### config.mk
export PLATFORM = sky130hd
export DESIGN_NAME = newton_square_root_flat
export DESIGN_NICKNAME = d
export VERILOG_FILES = /design/src/rtl/nsr_pkg.sv /design/src/rtl/nsr_in_if.sv /design/src/rtl/nsr_out_if.sv /design/src/rtl/nsr_ctrl.sv /design/src/rtl/nsr_dp.sv /design/src/rtl/newton_square_root.sv /design/src/flat_wrapper.sv
export SDC_FILE = /design/constraint.sdc
export NUM_CORES = 2
export LEC_CHECK = 0
export ABC_CLOCK_PERIOD_IN_PS = 24500
export BUFFER_PORTS_ARGS = -buffer_cell sky130_fd_sc_hd__buf_2
export CORE_MARGIN = 2
export CORE_UTILIZATION = 30
export DETAILED_ROUTE_END_ITERATION = 10
export PLACE_DENSITY = 0.45
export SLEW_MARGIN = 40
export SYNTH_ARGS = -nofsm -noshare
export SYNTH_HDL_FRONTEND = slang
export SYNTH_SLANG_ARGS = --single-unit
### constraint.sdc
create_clock -name clk -period 24.5 [get_ports clk]
set_input_delay 1.225 -clock clk [delete_from_list [all_inputs] [get_ports clk]]
set_output_delay 1.225 -clock clk [all_outputs]
set_load 0.05 [all_outputs]
### src/rtl/nsr_pkg.sv
// Package for the Newton square root block: word sizes, register indexes,
// status codes, controller states and the command and status structs.
// No dependencies.
`default_nettype none
package nsr_pkg;

  localparam int WORD_BITS = 32;
  localparam int FRAC_BITS = 16;
  localparam int STEP_BITS = 6;
  localparam int TOL_BITS  = 5;
  localparam int STAT_BITS = 2;

  localparam int PROD_BITS = 2 * WORD_BITS;
  localparam int DVD_BITS  = (PROD_BITS > WORD_BITS + FRAC_BITS) ?
                             PROD_BITS : WORD_BITS + FRAC_BITS;
  localparam int HI_BITS   = DVD_BITS - WORD_BITS;
  localparam int CMP_BITS  = (HI_BITS > WORD_BITS + 1) ? HI_BITS : WORD_BITS + 1;
  localparam int DIFF_BITS = (WORD_BITS > FRAC_BITS) ? WORD_BITS : FRAC_BITS + 1;
  localparam int DCNT_BITS = $clog2(WORD_BITS);

  localparam logic [DIFF_BITS-1:0] DIFF_ONE = DIFF_BITS'(1) << FRAC_BITS;

  localparam int CFG_DATA_BITS = STEP_BITS;
  localparam int CFG_IDX_BITS  = 1;

  localparam logic [CFG_IDX_BITS-1:0] CFG_MAX_STEPS = 1'd0;
  localparam logic [CFG_IDX_BITS-1:0] CFG_TOL_SHIFT = 1'd1;

  localparam logic [STEP_BITS-1:0] MAX_STEPS_RST = 6'd40;
  localparam logic [TOL_BITS-1:0]  TOL_SHIFT_RST = 5'd16;

  localparam logic [STAT_BITS-1:0] ST_CONVERGED = 2'd0;
  localparam logic [STAT_BITS-1:0] ST_LIMIT     = 2'd1;
  localparam logic [STAT_BITS-1:0] ST_ZERO      = 2'd2;

  typedef enum logic [2:0] {
    S_IDLE,
    S_CHECK,
    S_SQUARE,
    S_PREP,
    S_RANGE,
    S_DIV,
    S_UPDATE,
    S_DONE
  } nsr_state_t;

  typedef struct packed {
    logic                 load;
    logic                 set_code;
    logic [STAT_BITS-1:0] code;
    logic                 square;
    logic                 prep;
    logic                 range;
    logic                 div_step;
    logic                 update;
    logic                 finish;
  } nsr_cmd_t;

  typedef struct packed {
    logic at_limit;
    logic converged;
    logic x_zero;
    logic div_ovf;
    logic div_done;
  } nsr_stat_t;

endpackage
`default_nettype wire

### src/rtl/nsr_in_if.sv
// Input channel of the Newton square root block: radicand and first guess.
// Depends on nsr_pkg.
`default_nettype none
interface nsr_in_if import nsr_pkg::*; ();
  logic                 valid;
  logic                 ready;
  logic [WORD_BITS-1:0] radicand;
  logic [WORD_BITS-1:0] first_guess;

  modport source (output valid, output radicand, output first_guess, input ready);
  modport sink   (input valid, input radicand, input first_guess, output ready);
endinterface
`default_nettype wire

### src/rtl/nsr_out_if.sv
// Result channel of the Newton square root block: root, step count, status.
// Depends on nsr_pkg.
`default_nettype none
interface nsr_out_if import nsr_pkg::*; ();
  logic                 valid;
  logic                 ready;
  logic [WORD_BITS-1:0] root;
  logic [STEP_BITS-1:0] steps_taken;
  logic [STAT_BITS-1:0] status;

  modport source (output valid, output root, output steps_taken, output status,
                  input ready);
  modport sink   (input valid, input root, input steps_taken, input status,
                  output ready);
endinterface
`default_nettype wire

### src/rtl/nsr_ctrl.sv
// Controller of the Newton square root block: sequences load, square, divide
// and update for each step, and owns the result valid flag. Depends on nsr_pkg.
`default_nettype none
module nsr_ctrl import nsr_pkg::*; (
  input  wire logic      clk,
  input  wire logic      rst_n,
  input  wire logic      in_valid,
  output logic           in_ready,
  output logic           out_valid,
  input  wire logic      out_ready,
  input  wire nsr_stat_t stat,
  output nsr_cmd_t       cmd
);

  nsr_state_t state_r;
  nsr_state_t state_nxt;
  logic       out_valid_r;
  logic       out_valid_nxt;

  always_comb begin
    state_nxt = state_r;
    case (state_r)
      S_IDLE: begin
        if (in_valid) state_nxt = S_CHECK;
      end
      S_CHECK: begin
        if (stat.at_limit || stat.converged || stat.x_zero) state_nxt = S_DONE;
        else state_nxt = S_SQUARE;
      end
      S_SQUARE: state_nxt = S_PREP;
      S_PREP:   state_nxt = S_RANGE;
      S_RANGE:  state_nxt = S_DIV;
      S_DIV: begin
        if (stat.div_ovf || stat.div_done) state_nxt = S_UPDATE;
      end
      S_UPDATE: state_nxt = S_CHECK;
      S_DONE: begin
        if (!out_valid_r || out_ready) state_nxt = S_IDLE;
      end
      default: state_nxt = S_IDLE;
    endcase
  end

  always_comb begin
    cmd      = '0;
    in_ready = 1'b0;
    case (state_r)
      S_IDLE: begin
        in_ready = 1'b1;
        cmd.load = in_valid;
      end
      S_CHECK: begin
        cmd.set_code = 1'b1;
        if (stat.at_limit) cmd.code = ST_LIMIT;
        else if (stat.converged) cmd.code = ST_CONVERGED;
        else cmd.code = ST_ZERO;
      end
      S_SQUARE: cmd.square = 1'b1;
      S_PREP:   cmd.prep = 1'b1;
      S_RANGE:  cmd.range = 1'b1;
      S_DIV:    cmd.div_step = !stat.div_ovf;
      S_UPDATE: cmd.update = 1'b1;
      S_DONE:   cmd.finish = !out_valid_r || out_ready;
      default: begin
        cmd = '0;
      end
    endcase
  end

  always_comb begin
    if (cmd.finish) out_valid_nxt = 1'b1;
    else if (out_ready) out_valid_nxt = 1'b0;
    else out_valid_nxt = out_valid_r;
  end

  always_ff @(posedge clk) begin
    if (!rst_n) begin
      state_r     <= S_IDLE;
      out_valid_r <= 1'b0;
    end else begin
      state_r     <= state_nxt;
      out_valid_r <= out_valid_nxt;
    end
  end

  assign out_valid = out_valid_r;

  a_rise_from_done: assert property (@(posedge clk) disable iff (!rst_n)
    $rose(out_valid_r) |-> $past(state_r == S_DONE))
    else $error("result valid rose outside the done state");

  a_div_exit: assert property (@(posedge clk) disable iff (!rst_n)
    (state_r == S_DIV) && stat.div_done |=> (state_r == S_UPDATE))
    else $error("division did not hand over to the update");

endmodule
`default_nettype wire

### src/rtl/nsr_dp.sv
// Datapath of the Newton square root block: estimate and step registers,
// the squaring multiplier, a radix-2 restoring divider and the result
// register. Depends on nsr_pkg.
`default_nettype none
module nsr_dp import nsr_pkg::*; (
  input  wire logic                 clk,
  input  wire logic                 rst_n,
  input  wire nsr_cmd_t             cmd,
  output nsr_stat_t                 stat,
  input  wire logic [WORD_BITS-1:0] radicand,
  input  wire logic [WORD_BITS-1:0] first_guess,
  input  wire logic [STEP_BITS-1:0] max_steps,
  input  wire logic [TOL_BITS-1:0]  tol_shift,
  output logic [WORD_BITS-1:0]      root,
  output logic [STEP_BITS-1:0]      steps_taken,
  output logic [STAT_BITS-1:0]      status
);

  logic [WORD_BITS-1:0] x_r;
  logic [WORD_BITS-1:0] n_r;
  logic [DIFF_BITS-1:0] diff_r;
  logic [STEP_BITS-1:0] count_r;
  logic [PROD_BITS-1:0] sq_r;
  logic [DVD_BITS-1:0]  mag_r;
  logic                 ge_r;
  logic                 ovf_r;
  logic [WORD_BITS:0]   rem_r;
  logic [WORD_BITS-1:0] q_r;
  logic [DCNT_BITS-1:0] div_cnt_r;
  logic [STAT_BITS-1:0] code_r;
  logic [WORD_BITS-1:0] root_r;
  logic [STEP_BITS-1:0] steps_r;
  logic [STAT_BITS-1:0] status_r;

  logic [PROD_BITS-1:0] sq_full;
  logic [DVD_BITS-1:0]  target;
  logic [DVD_BITS-1:0]  sq_ext;
  logic                 sq_ge;
  logic [WORD_BITS:0]   dvs;
  logic [CMP_BITS-1:0]  hi_ext;
  logic                 range_ovf;
  logic [WORD_BITS+1:0] trial;
  logic [WORD_BITS+1:0] trial_sub;
  logic                 trial_ge;
  logic [WORD_BITS:0]   sum;
  logic                 sat;
  logic [WORD_BITS-1:0] x_upd;
  logic [WORD_BITS-1:0] chg;

  assign sq_full   = x_r * x_r;
  assign target    = DVD_BITS'(n_r) << FRAC_BITS;
  assign sq_ext    = DVD_BITS'(sq_r);
  assign sq_ge     = sq_ext >= target;
  assign dvs       = {x_r, 1'b0};
  assign hi_ext    = CMP_BITS'(mag_r[DVD_BITS-1 -: HI_BITS]);
  assign range_ovf = !ge_r && (hi_ext >= CMP_BITS'(dvs));
  assign trial     = {rem_r, q_r[WORD_BITS-1]};
  assign trial_sub = trial - {1'b0, dvs};
  assign trial_ge  = trial >= {1'b0, dvs};
  assign sum       = {1'b0, x_r} + {1'b0, q_r};
  assign sat       = ovf_r || sum[WORD_BITS];

  // A growing step that leaves the word saturates; the change is then
  // measured against all ones.
  always_comb begin
    if (ge_r) begin
      x_upd = x_r - q_r;
      chg   = q_r;
    end else if (sat) begin
      x_upd = '1;
      chg   = ~x_r;
    end else begin
      x_upd = sum[WORD_BITS-1:0];
      chg   = q_r;
    end
  end

  assign stat.at_limit  = count_r >= max_steps;
  assign stat.converged = diff_r < (DIFF_BITS'(x_r) >> tol_shift);
  assign stat.x_zero    = x_r == '0;
  assign stat.div_ovf   = ovf_r;
  assign stat.div_done  = div_cnt_r == DCNT_BITS'(WORD_BITS - 1);

  always_ff @(posedge clk) begin
    if (cmd.load) begin
      x_r     <= first_guess;
      n_r     <= radicand;
      diff_r  <= DIFF_ONE;
      count_r <= '0;
    end else if (cmd.update) begin
      x_r     <= x_upd;
      diff_r  <= DIFF_BITS'(chg);
      count_r <= count_r + 1'b1;
    end
    if (cmd.set_code) code_r <= cmd.code;
    if (cmd.square) sq_r <= sq_full;
    if (cmd.prep) begin
      ge_r  <= sq_ge;
      mag_r <= sq_ge ? (sq_ext - target) : (target - sq_ext);
    end
    if (cmd.range) begin
      ovf_r     <= range_ovf;
      rem_r     <= hi_ext[WORD_BITS:0];
      q_r       <= mag_r[WORD_BITS-1:0];
      div_cnt_r <= '0;
    end else if (cmd.div_step) begin
      rem_r     <= trial_ge ? trial_sub[WORD_BITS:0] : trial[WORD_BITS:0];
      q_r       <= {q_r[WORD_BITS-2:0], trial_ge};
      div_cnt_r <= div_cnt_r + 1'b1;
    end
    if (cmd.finish) begin
      root_r   <= x_r;
      steps_r  <= count_r;
      status_r <= code_r;
    end
  end

  assign root        = root_r;
  assign steps_taken = steps_r;
  assign status      = status_r;

  a_rem_bound: assert property (@(posedge clk) disable iff (!rst_n)
    cmd.div_step |-> (rem_r < dvs))
    else $error("divider remainder not below divisor");

  a_shrink: assert property (@(posedge clk) disable iff (!rst_n)
    cmd.update && ge_r |=> (x_r <= $past(x_r)))
    else $error("shrinking step raised the estimate");

endmodule
`default_nettype wire

### src/rtl/newton_square_root.sv
// Top level of the Newton square root block: configuration registers,
// controller and datapath. Depends on nsr_pkg, nsr_in_if, nsr_out_if,
// nsr_ctrl and nsr_dp.
//
//   channel  direction  payload                          handshake
//   in_ch    in         radicand, first_guess            valid/ready
//   out_ch   out        root, steps_taken, status        valid/ready
//   cfg_*    in         cfg_idx, cfg_data                cfg_we
//
// A Newton step runs square, difference, range check, the divider steps,
// update and stop test in that order. A growing step whose quotient leaves
// the word skips the divider steps. Reset is synchronous and active low.
// A new word is taken while the last result still waits; only the final
// hand-over stalls on the result channel.
`default_nettype none
module newton_square_root import nsr_pkg::*; (
  input  wire logic                     clk,
  input  wire logic                     rst_n,
  nsr_in_if.sink                        in_ch,
  nsr_out_if.source                     out_ch,
  input  wire logic                     cfg_we,
  input  wire logic [CFG_IDX_BITS-1:0]  cfg_idx,
  input  wire logic [CFG_DATA_BITS-1:0] cfg_data
);

  logic [STEP_BITS-1:0] max_steps_r;
  logic [TOL_BITS-1:0]  tol_shift_r;
  nsr_cmd_t             cmd;
  nsr_stat_t            stat;

  always_ff @(posedge clk) begin
    if (!rst_n) begin
      max_steps_r <= MAX_STEPS_RST;
      tol_shift_r <= TOL_SHIFT_RST;
    end else if (cfg_we) begin
      case (cfg_idx)
        CFG_MAX_STEPS: max_steps_r <= cfg_data[STEP_BITS-1:0];
        CFG_TOL_SHIFT: tol_shift_r <= cfg_data[TOL_BITS-1:0];
        default: begin
          max_steps_r <= max_steps_r;
        end
      endcase
    end
  end

  nsr_ctrl u_ctrl (
    .clk       (clk),
    .rst_n     (rst_n),
    .in_valid  (in_ch.valid),
    .in_ready  (in_ch.ready),
    .out_valid (out_ch.valid),
    .out_ready (out_ch.ready),
    .stat      (stat),
    .cmd       (cmd)
  );

  nsr_dp u_dp (
    .clk         (clk),
    .rst_n       (rst_n),
    .cmd         (cmd),
    .stat        (stat),
    .radicand    (in_ch.radicand),
    .first_guess (in_ch.first_guess),
    .max_steps   (max_steps_r),
    .tol_shift   (tol_shift_r),
    .root        (out_ch.root),
    .steps_taken (out_ch.steps_taken),
    .status      (out_ch.status)
  );

endmodule
`default_nettype wire

### src/flat_wrapper.sv
// flat-port wrapper written by rule: the top's interface ports become plain ports
module newton_square_root_flat import nsr_pkg::*;
  (clk, rst_n, cfg_we, cfg_idx, cfg_data, in_ch_valid, in_ch_radicand, in_ch_first_guess, in_ch_ready, out_ch_valid, out_ch_root, out_ch_steps_taken, out_ch_status, out_ch_ready);
  nsr_in_if in_ch_i ();
  nsr_out_if out_ch_i ();
  input  wire logic clk;
  input  wire logic rst_n;
  input  wire logic cfg_we;
  input  wire logic [CFG_IDX_BITS-1:0] cfg_idx;
  input  wire logic [CFG_DATA_BITS-1:0] cfg_data;
  input wire logic [$bits(in_ch_i.valid)-1:0] in_ch_valid;
  input wire logic [$bits(in_ch_i.radicand)-1:0] in_ch_radicand;
  input wire logic [$bits(in_ch_i.first_guess)-1:0] in_ch_first_guess;
  output wire logic [$bits(in_ch_i.ready)-1:0] in_ch_ready;
  output wire logic [$bits(out_ch_i.valid)-1:0] out_ch_valid;
  output wire logic [$bits(out_ch_i.root)-1:0] out_ch_root;
  output wire logic [$bits(out_ch_i.steps_taken)-1:0] out_ch_steps_taken;
  output wire logic [$bits(out_ch_i.status)-1:0] out_ch_status;
  input wire logic [$bits(out_ch_i.ready)-1:0] out_ch_ready;
  assign in_ch_i.valid = in_ch_valid;
  assign in_ch_i.radicand = in_ch_radicand;
  assign in_ch_i.first_guess = in_ch_first_guess;
  assign in_ch_ready = in_ch_i.ready;
  assign out_ch_valid = out_ch_i.valid;
  assign out_ch_root = out_ch_i.root;
  assign out_ch_steps_taken = out_ch_i.steps_taken;
  assign out_ch_status = out_ch_i.status;
  assign out_ch_i.ready = out_ch_ready;
  newton_square_root u_core (.clk(clk), .rst_n(rst_n), .in_ch(in_ch_i), .out_ch(out_ch_i), .cfg_we(cfg_we), .cfg_idx(cfg_idx), .cfg_data(cfg_data));
endmodule
==> results.yml <==
worst_hold_path:
  hold_depth: 0
  hold_path.class: "flop to flop"
job:
  cap_violations: 0
cts:
  post_cts_buffers: 0
  cts_buffers: 49
  clk_path_buf_depth: 3
  cts_resized: 0
  cts_max_level: 2
  cts_tree: "built"
  clk-insertion-delay-late_ns: 0.66
  clock_sinks: 358
  ctsHoldBuffers: 0
  root_buffer: "clkbuf_16"
  path_clk_slew_ns: 0.06
global_route:
  first_global_vias: 43000
  grt_max_degree: 60
  grt_first_pass_wirelength_um: 289000
  antenna_found_initial: 13
  grt_use_total_pct: 21.4
  grt_overflow: 0
floorplanning:
  fp.dieH_um: 427
  rows: 155
  start_util_pct: 30.1
  ios: 118
  die_area_mm2: 0.182
  core_area_mm2: 0.178
  fp.dieW_um: 427
detailed_routing:
  wl_per_cell_um: 23.6
  via_per_inst: 5.07
  dr.pass1.iters: 5
  vias: 41500
  drc: 0
  top_layer_used: "met5"
  ant_nets: 0
  wl_met3_um: 13600
  drt_wl_total_um: 193000
  wl_met2_um: 82400
  met1_length_um: 91200
  drt_iter0_markers: 3806
yosys:
  synth.avg_cell_area_um2: 9.28
  synth-main-ff-cell: "edfxtp_1"
  yosys_register_bits: 358
  ys_async_sr_fraction_pct: 0
  synth_cell_types: 87
  syn_inst: 5789
  synth_edf_count: 299
  synth_warnings: 0
  ys_seq_area_share_pct: 18.9
  synth_area_mm2: 0.0537
critical_path:
  cp.arrival_ns: 9.49
  r2r_start: "u_core.u_dp.x_r[8]"
  worst-path-max-fanout: 28
  rrSetupSlack_ns: 15.38
  crit_required_ns: 24.87
  timing.rr.end: "u_core.u_dp.sq_ext[63]"
  endpoint: "u_core.u_dp.sq_ext[63]"
  crit_type: "flop to flop"
  r2r_cells: 24
  crit_path_end_kind: "flop"
  start_kind: "flop"
  startpoint: "u_core.u_dp.x_r[8]"
cells_and_area:
  final_cell_count_no_fill: 8186
  final_net_count: 7185
  syn_to_final_growth_pct: 9.15
  fin_util_pct: 32.9
  drive_gt1_share_pct: 6.64
sta:
  worstMarginPinSlew_ns: 0.874
  relSlewSlack_pct: 41.8
  rsz0062_at_grt: "no"
  setup_tns_ns: 0
  fin_crit_sh_pct: 37.2
  slew_viol_final: 0
  clock-skew-final_ns: 0.0481
  hold_viol: 0
  fmax_ghz: 0.110
  fin_ws_ns: 15.38
  setup_viol_count_final: 0
  post-route-min-period_ns: 9.12
outcome:
  status: "complete, no violations"
placement:
  pre_cts_ws_ns: 15.46
  place_hpwl_um: 148000
  io_buffers: 117
  placedCellCount: 8093
  place_congestion: 0.893
## worst min path at each step
stage | start | to
final | u_core.u_dp.code_r[0] | u_core.u_dp.status[0]
after global routing | u_core.u_dp.code_r[0] | u_core.u_dp.status[0]
after CTS | u_core.u_dp.code_r[0] | u_core.u_dp.status[0]
after detailed placement | u_core.u_dp.code_r[0] | u_core.u_dp.status[0]
after global placement | u_core.u_dp.code_r[0] | u_core.u_dp.status[0]
after floorplan | u_core.u_dp.code_r[0] | u_core.u_dp.status[0]
## Yosys cell counts (44+ instances only)
library cell,n,area (um^2)
xor2_1,96,841
nor2_1,508,1910
nand4_1,44,275
nand3_1,56,280
a31oi_1,54,338
clkbuf_1,189,709
a21oi_1,322,1610
ha_1,523,6540
a21o_1,110,826
fa_1,797,16000
buf_1,48,180
dfxtp_1,59,1180
o21ai_0,212,1060
nand2_1,516,1940
inv_1,1109,4160
xnor2_1,124,1090
edfxtp_1,299,8980
mux2i_1,74,741
## worst max-delay path: stages, from the launching register on
cell and delay, ns:
edfxtp_1 0.32, buf_4 0.46, inv_2 0.49, nor2_1 0.35, fa_1 0.50, fa_1 0.54, inv_1 0.05, fa_1 0.53
fa_1 0.53, inv_1 0.06, fa_1 0.59, fa_1 0.48, fa_1 0.59, fa_1 0.45, ha_1 0.39, a2111oi_0 0.39
o21ai_0 0.16, a21oi_1 0.28, o2111a_1 0.32, and2_1 0.19, a41oi_1 0.28, a31o_2 0.36, a41o_1 0.23, a21oi_1 0.17
xnor2_1 0.08
## stage by stage
stage / instance area [um^2] / hold WS, ns
floorplan: 53700 / 0.400
global placement: 57000 / 0.408
detailed placement: 57000 / 0.411
CTS: 58600 / 0.425
global route: 58600 / 0.453
finish: 58600 / 0.425
## sequential cells by signal, indices dropped and copies added, names as in the netlist, 2 cells and up
| signal | count |
|---|---|
| u_core.u_dp.x_r | 32 |
| u_core.tol_shift_r | 5 |
| u_core.u_dp.steps_taken | 6 |
| u_core.u_dp.code_r | 2 |
| u_core.u_dp.count_r | 6 |
| u_core.u_dp.div_cnt_r | 5 |
| u_core.u_dp.diff_r | 32 |
| u_core.u_ctrl.state_r | 3 |
| u_core.u_dp.mag_r | 64 |
| u_core.u_dp.sq_ext | 63 |
| u_core.u_dp.rem_r | 33 |
| u_core.u_dp.status | 2 |
| u_core.u_dp.root | 32 |
| u_core.u_dp.q_r | 32 |
| u_core.max_steps_r | 6 |
| u_core.u_dp.n_r | 32 |
## cell families (layout without fill, tap and decap cells)
kind of cell,after synthesis,in the layout,share of synthesized area (%)
AO/OA/AOI/OAI,1026,1026,12.1
XOR/XNOR,220,220,3.59
flip-flops,358,358,18.9
multiplexers,106,106,2.59
AND/OR/NAND/NOR,1376,1376,11.2
adder cells (fa/ha/maj),1320,1320,41.9
other,1,3,0.00698
buffers and inverters,1382,1422,9.72
## area by class of cell
cell class / instances / area, um^2
fill: 18500 / 120000
multi-input combinational: 4050 / 38400
sequential: 358 / 10200
inverter: 1127 / 4240
tap: 2355 / 2950
clock buffer: 59 / 1310
timing repair buffer: 203 / 1230
clock inverter: 33 / 334
antenna: 1 / 2.50
## layer usage
| metal | up-vias | global-route usage [%] |
|---|---|---|
| met5 | - | 0 |
| met4 | 16 | 5.93 |
| met3 | 300 | 3.85 |
| met2 | 1464 | 32.0 |
| met1 | 20900 | 31.5 |
| li1 | 18800 | - |
## layout by cell type, fill, tap and decap left out, drive strengths merged, types with 110 or more instances in the layout
cell | Yosys | layout
inv | 1112 | 1113
a21oi | 324 | 324
nor2 | 508 | 508
o21ai | 219 | 219
buf | 66 | 203
a21o | 110 | 110
edfxtp | 299 | 299
xnor2 | 124 | 124
nand2 | 516 | 516
fa | 797 | 797
ha | 523 | 523
Power is not shown: default switching activity piles up to over one toggle a cycle in this logic, so the estimate is an artifact.
